[src/hdl/sac_plru_pkg.sv]
package sac_plru_pkg;

    // Default geometry of the cache.
    localparam int DEF_WAYS       = 8;
    localparam int DEF_SETS       = 64;
    localparam int DEF_LINE_BYTES = 32;

    // Fixed field widths of the streams.
    localparam int ADDR_W    = 32;
    localparam int OUT_WAY_W = 3;

    // Stream data widths, rounded up to whole bytes.
    localparam int S_TDATA_W = 40;
    localparam int M_TDATA_W = 40;

    // Commands from the controller to the datapath.
    typedef struct packed {
        logic clr;      // zero one row of the valid and tree memory
        logic rd;       // read the rows of the set addressed by the input
        logic commit;   // write back the rows (the tag row only on a miss) and load the result register
    } cmd_t;

    // Status from the datapath to the controller.
    typedef struct packed {
        logic clr_last; // the clearing pass is on its last row
    } sts_t;

endpackage

[src/hdl/sac_plru_ctrl.sv]
module sac_plru_ctrl (
    input  logic                 aclk,
    input  logic                 aresetn,
    input  logic                 s_tvalid,
    output logic                 s_tready,
    output logic                 m_tvalid,
    input  logic                 m_tready,
    output sac_plru_pkg::cmd_t   cmd,
    input  sac_plru_pkg::sts_t   sts
);

    localparam logic [1:0] ST_CLEAR  = 2'd0;
    localparam logic [1:0] ST_IDLE   = 2'd1;
    localparam logic [1:0] ST_LOOKUP = 2'd2;

    logic [1:0] state_reg;
    logic [1:0] state_next;
    logic       m_valid_reg;
    logic       m_valid_next;
    logic       out_free;

    assign out_free = !m_valid_reg || m_tready;

    always_comb begin
        state_next = state_reg;
        cmd        = '0;
        s_tready   = 1'b0;
        unique case (state_reg)
            ST_CLEAR: begin
                cmd.clr = 1'b1;
                if (sts.clr_last) begin
                    state_next = ST_IDLE;
                end
            end
            ST_IDLE: begin
                s_tready = 1'b1;
                if (s_tvalid) begin
                    cmd.rd     = 1'b1;
                    state_next = ST_LOOKUP;
                end
            end
            ST_LOOKUP: begin
                if (out_free) begin
                    cmd.commit = 1'b1;
                    state_next = ST_IDLE;
                end
            end
            default: begin
                state_next = ST_CLEAR;
            end
        endcase
    end

    always_comb begin
        priority if (cmd.commit) begin
            m_valid_next = 1'b1;
        end else if (m_tready) begin
            m_valid_next = 1'b0;
        end else begin
            m_valid_next = m_valid_reg;
        end
    end

    always_ff @(posedge aclk) begin
        if (!aresetn) begin
            state_reg   <= ST_CLEAR;
            m_valid_reg <= 1'b0;
        end else begin
            state_reg   <= state_next;
            m_valid_reg <= m_valid_next;
        end
    end

    assign m_tvalid = m_valid_reg;

    // An accepted transaction always moves on to the lookup.
    a_accept_to_lookup: assert property (@(posedge aclk) disable iff (!aresetn)
        (s_tvalid && s_tready) |=> (state_reg == ST_LOOKUP))
        else $error("accepted transaction did not enter lookup");

    // A result still waiting is never overwritten by the next lookup.
    a_no_overwrite: assert property (@(posedge aclk) disable iff (!aresetn)
        (m_valid_reg && !m_tready) |-> !cmd.commit)
        else $error("pending result overwritten");

    // Every commit leaves a result on offer.
    a_commit_shows: assert property (@(posedge aclk) disable iff (!aresetn)
        cmd.commit |=> m_valid_reg)
        else $error("commit did not present a result");

endmodule

[config.mk]
export PLATFORM = sky130hd
export DESIGN_NAME = sac_plru_ctrl
export DESIGN_NICKNAME = d
export VERILOG_FILES = /design/src/hdl/sac_plru_pkg.sv /design/src/hdl/sac_plru_ctrl.sv
export SDC_FILE = /design/constraint.sdc
export NUM_CORES = 1
export LEC_CHECK = 0
export ABC_AREA = 0
export BUFFER_PORTS_ARGS = -buffer_cell sky130_fd_sc_hd__buf_2
export CORE_AREA = 2 2 39 41
export DETAILED_ROUTE_END_ITERATION = 10
export DIE_AREA = 0 0 41 43
export HOLD_SLACK_MARGIN = 0.15
export PLACE_DENSITY_LB_ADDON = 0.25
export SETUP_SLACK_MARGIN = 0.05
export SLEW_MARGIN = 10
export SYNTH_ARGS = -nofsm -noshare
export SYNTH_HDL_FRONTEND = slang
export SYNTH_SLANG_ARGS = --single-unit
[constraint.sdc]
create_clock -name aclk -period 2.2 [get_ports aclk]
set_clock_uncertainty 0.15 [all_clocks]
set_input_delay 0.33 -clock aclk [delete_from_list [all_inputs] [get_ports aclk]]
set_output_delay 0.33 -clock aclk [all_outputs]
set_load 0.05 [all_outputs]
Word level (Yosys, flattened, before mapping)

Index checks and enable logic that the tools add are counted.

Eq/ne operators: 5
Multiplexer cells: 12
Reductions and logical operators: 5

Operator list:

| cell                 | number |
|---|---|
| $mux W1              | 8 |
| $mux W2              | 3 |
| $ne A2 B2 Y1 const B | 3 |
| $pmux W2 S3          | 1 |
| $reduce_and A3 Y1    | 1 |
| $eq A2 B1 Y1 const B | 1 |
| $eq A2 B2 Y1 const B | 1 |
| $logic_not A2 Y1     | 1 |
| $reduce_bool A2 Y1   | 1 |
| $logic_not A1 Y1     | 1 |
| $logic_or A1 B1 Y1   | 1 |

Register bits: 3
Input bits: 5
Logic and storage cells: 24

Logic depth before layout (Yosys ltp)

Depth in word-level cells: 5
Gate-level depth with buffers: 3
Depth with buffers taken out: 2

Worst setup path before layout

No wires, ideal clock.

Kind: flip-flop to output port
From: reg m_valid_reg (netlist: m_tvalid)
To: out cmd[0] (netlist name)
Data arrival time: 1066 ps
Required time: 1720 ps
Slack: 654 ps
Stages on the path, launching flop included: 4
Buffers on the path: 1
Cells stage by stage: dfxtp_1 > nand2b_1 > nor2b_1 > buf_4

RTL lines:

| element                | RTL line            | source |
|---|---|---|
| start, declared        | sac_plru_ctrl.sv:18 | `logic m_valid_reg;` |
| start signal, assigned | sac_plru_ctrl.sv:70 | `m_valid_reg <= m_valid_next;` |
| end, declared          | sac_plru_ctrl.sv:8  | `output sac_plru_pkg::cmd_t cmd,` |

==> metrics <==
status complete, no violations; HP Class input port to flop; Place WS 798 ps; peak supply drop 0.000233 V; pin count of the biggest net entering global routing 9; IO Count 10; power density over cell area 781 nW/µm²; layout cells sized above 1 46.7%; Placed Cells incl. Taps 42; clock sink total 3; WHS Path Cells 2; R2R Path End state_reg[1]; Via Count 169; Placer Congestion 0.545; MaxCap Viol Count 0; crit path cell chain nand2b_1 -> nor2b_1 -> buf_2; syn nets 23; CP Buf/Inv Count 1; wire length per cell 9.41 µm; leakage power 0.000131 µW; postcts setup bufs 0; Hold Startpoint aresetn; Die X-Extent 41 µm; sequential fraction of the synthesis area 34.0%; TritonCTS Buffers 3; post-synth top area share 34.0%; FP Rows 14; crit end category output pin; Port Buffers 9; Non-Filler Instances 46; CP max stage delay 360 ps; clock buffer depth 2; Storage cell area 60.1 µm²; final setup violation count 0; crit-path leading delay family flip-flops; Routed Wire Length 433 µm; DR vias/cell 3.67; Post-DP HPWL 324 µm; cts-stage hold buffer count 0; Hold Path Sink state_reg[1]; Setup TNS 0 ps; DRC violations left 0; Final Worst Setup Slack 581 ps; DRT iter0 DRCs 3; H-tree depth 1; final hold violations 0; CP Data Required Time 1720 ps; multi-input combinational cell area 105 µm²; Final Max Slew Viols 0; critical path startpoint category flop; CP max-delay cell dfxtp_1; worst r2r path cells 2; antenna cells 0; Area Growth Syn to Fin 47.5%; Root Buffer clkbuf_4; global-route wire length before repair 683 µm; fin crit period 1620 ps; top cells by count, synth 3 x dfxtp_1, 2 x and3b_1, 2 x nand2b_1, 2 x nor2_1; Initial Util 12.7%; Mapped Area 176 µm²; FF+latch count, synth 3; Max Fanout on Critical Path 7; Primary FF master, synth dfxtp_1; final design utilization 18.8%; worst-margin pin slew 252 ps; Avg Cell Area, Syn 9.80 µm²; DIE AREA 1760 µm²; initial antenna violation count 0; Clock Latency Late Sink 230 ps; area leader, netlist dfxtp_1; Overall Global Routing Usage 6.71%; reg2reg setup slack 1130 ps; TritonRoute pass-1 iters 3; path type of the worst setup path flop to output pin; synth top area cells dfxtp_1 34%, and3b_1 9.9%, o41ai_2 9.2%; die outline height 43 µm; Post-CTS Resized 0; most numerous cell in the Yosys netlist dfxtp_1; Final #Nets 36; Arr. time, crit path 1140 ps; Synth Instances 18; Post-synth EDFFs 0; reg2reg start state_reg[1]; Slew headroom 83.3%; vias in the first global route 166; Core Area 1380 µm²; grt ovf 0; max reg flops 2; filler cell count in the final layout 167; CTS tree done; Synth cell types 13; post-route ant nets 0; Yosys warning count 0; period utilization 73.6%; Fmax 618 MHz; RSZ-0062 raised after global routing no; Post-synth ARST share 0%; clk slew on worst S/H paths 40 ps
layout by cell type (no fill, tap or decap), drive strengths merged:
cell type,netlist,layout
a21oi,1,1
and2b,1,1
and3b,2,2
and4bb,1,1
buf,1,9
clkbuf,0,4
dfxtp,3,3
inv,1,1
nand2b,2,2
nand4bb,1,1
nor2,2,2
nor2b,1,1
o21a,1,1
o41ai,1,1
power breakdown:
group          internal, µW  total [µW]  switching [µW]
Sequential             57.8        62.5            4.68
Clock                  67.9        95.6            27.7
Combinational          14.6        45.2            30.6
metal layers:
layer / vias to the layer above / global-route usage, % / part of all wire, %
met5: - / 0 / 0
met4: 0 / 6.00 / 0
met3: 0 / 6.28 / 12
met2: 10 / 8.13 / 38
met1: 70 / 6.39 / 50
li1: 89 / - / -
how the worst max path moves through the flow:
stage	slack [ps]	to	start	depth (start not counted)
after floorplan	650	cmd[0]	m_tvalid	3
after global placement	810	cmd[0]	m_tready	4
after detailed placement	800	cmd[0]	m_tready	4
after CTS	560	cmd[0]	state_reg[0]	3
after global routing	480	cmd[0]	state_reg[0]	3
final	580	cmd[0]	state_reg[0]	3
layout make-up:
cell class | instances | share of cell area [%]
Multi-Input combinational cell | 13 | 40.4
Inverter | 1 | 1.44
Timing Repair Buffer | 9 | 17.3
Clock buffer | 4 | 10.1
Tap cell | 16 | 7.69
Sequential cell | 3 | 23.1
cell families after synthesis:
logic type      share of synthesized area, %
compound gates                          16.3
buf+inv                                 6.38
flops                                   34.0
simple gates                            43.3
metrics by stage:
stage               hold WS, ps  area, µm²  total power [µW]
floorplan                   297        176              97.1
global placement            344        234               107
detailed placement          355        234               109
CTS                         178        260               210
global route                181        260               221
finish                      188        260               203
No activity file was read; power rests on OpenSTA's default activity.
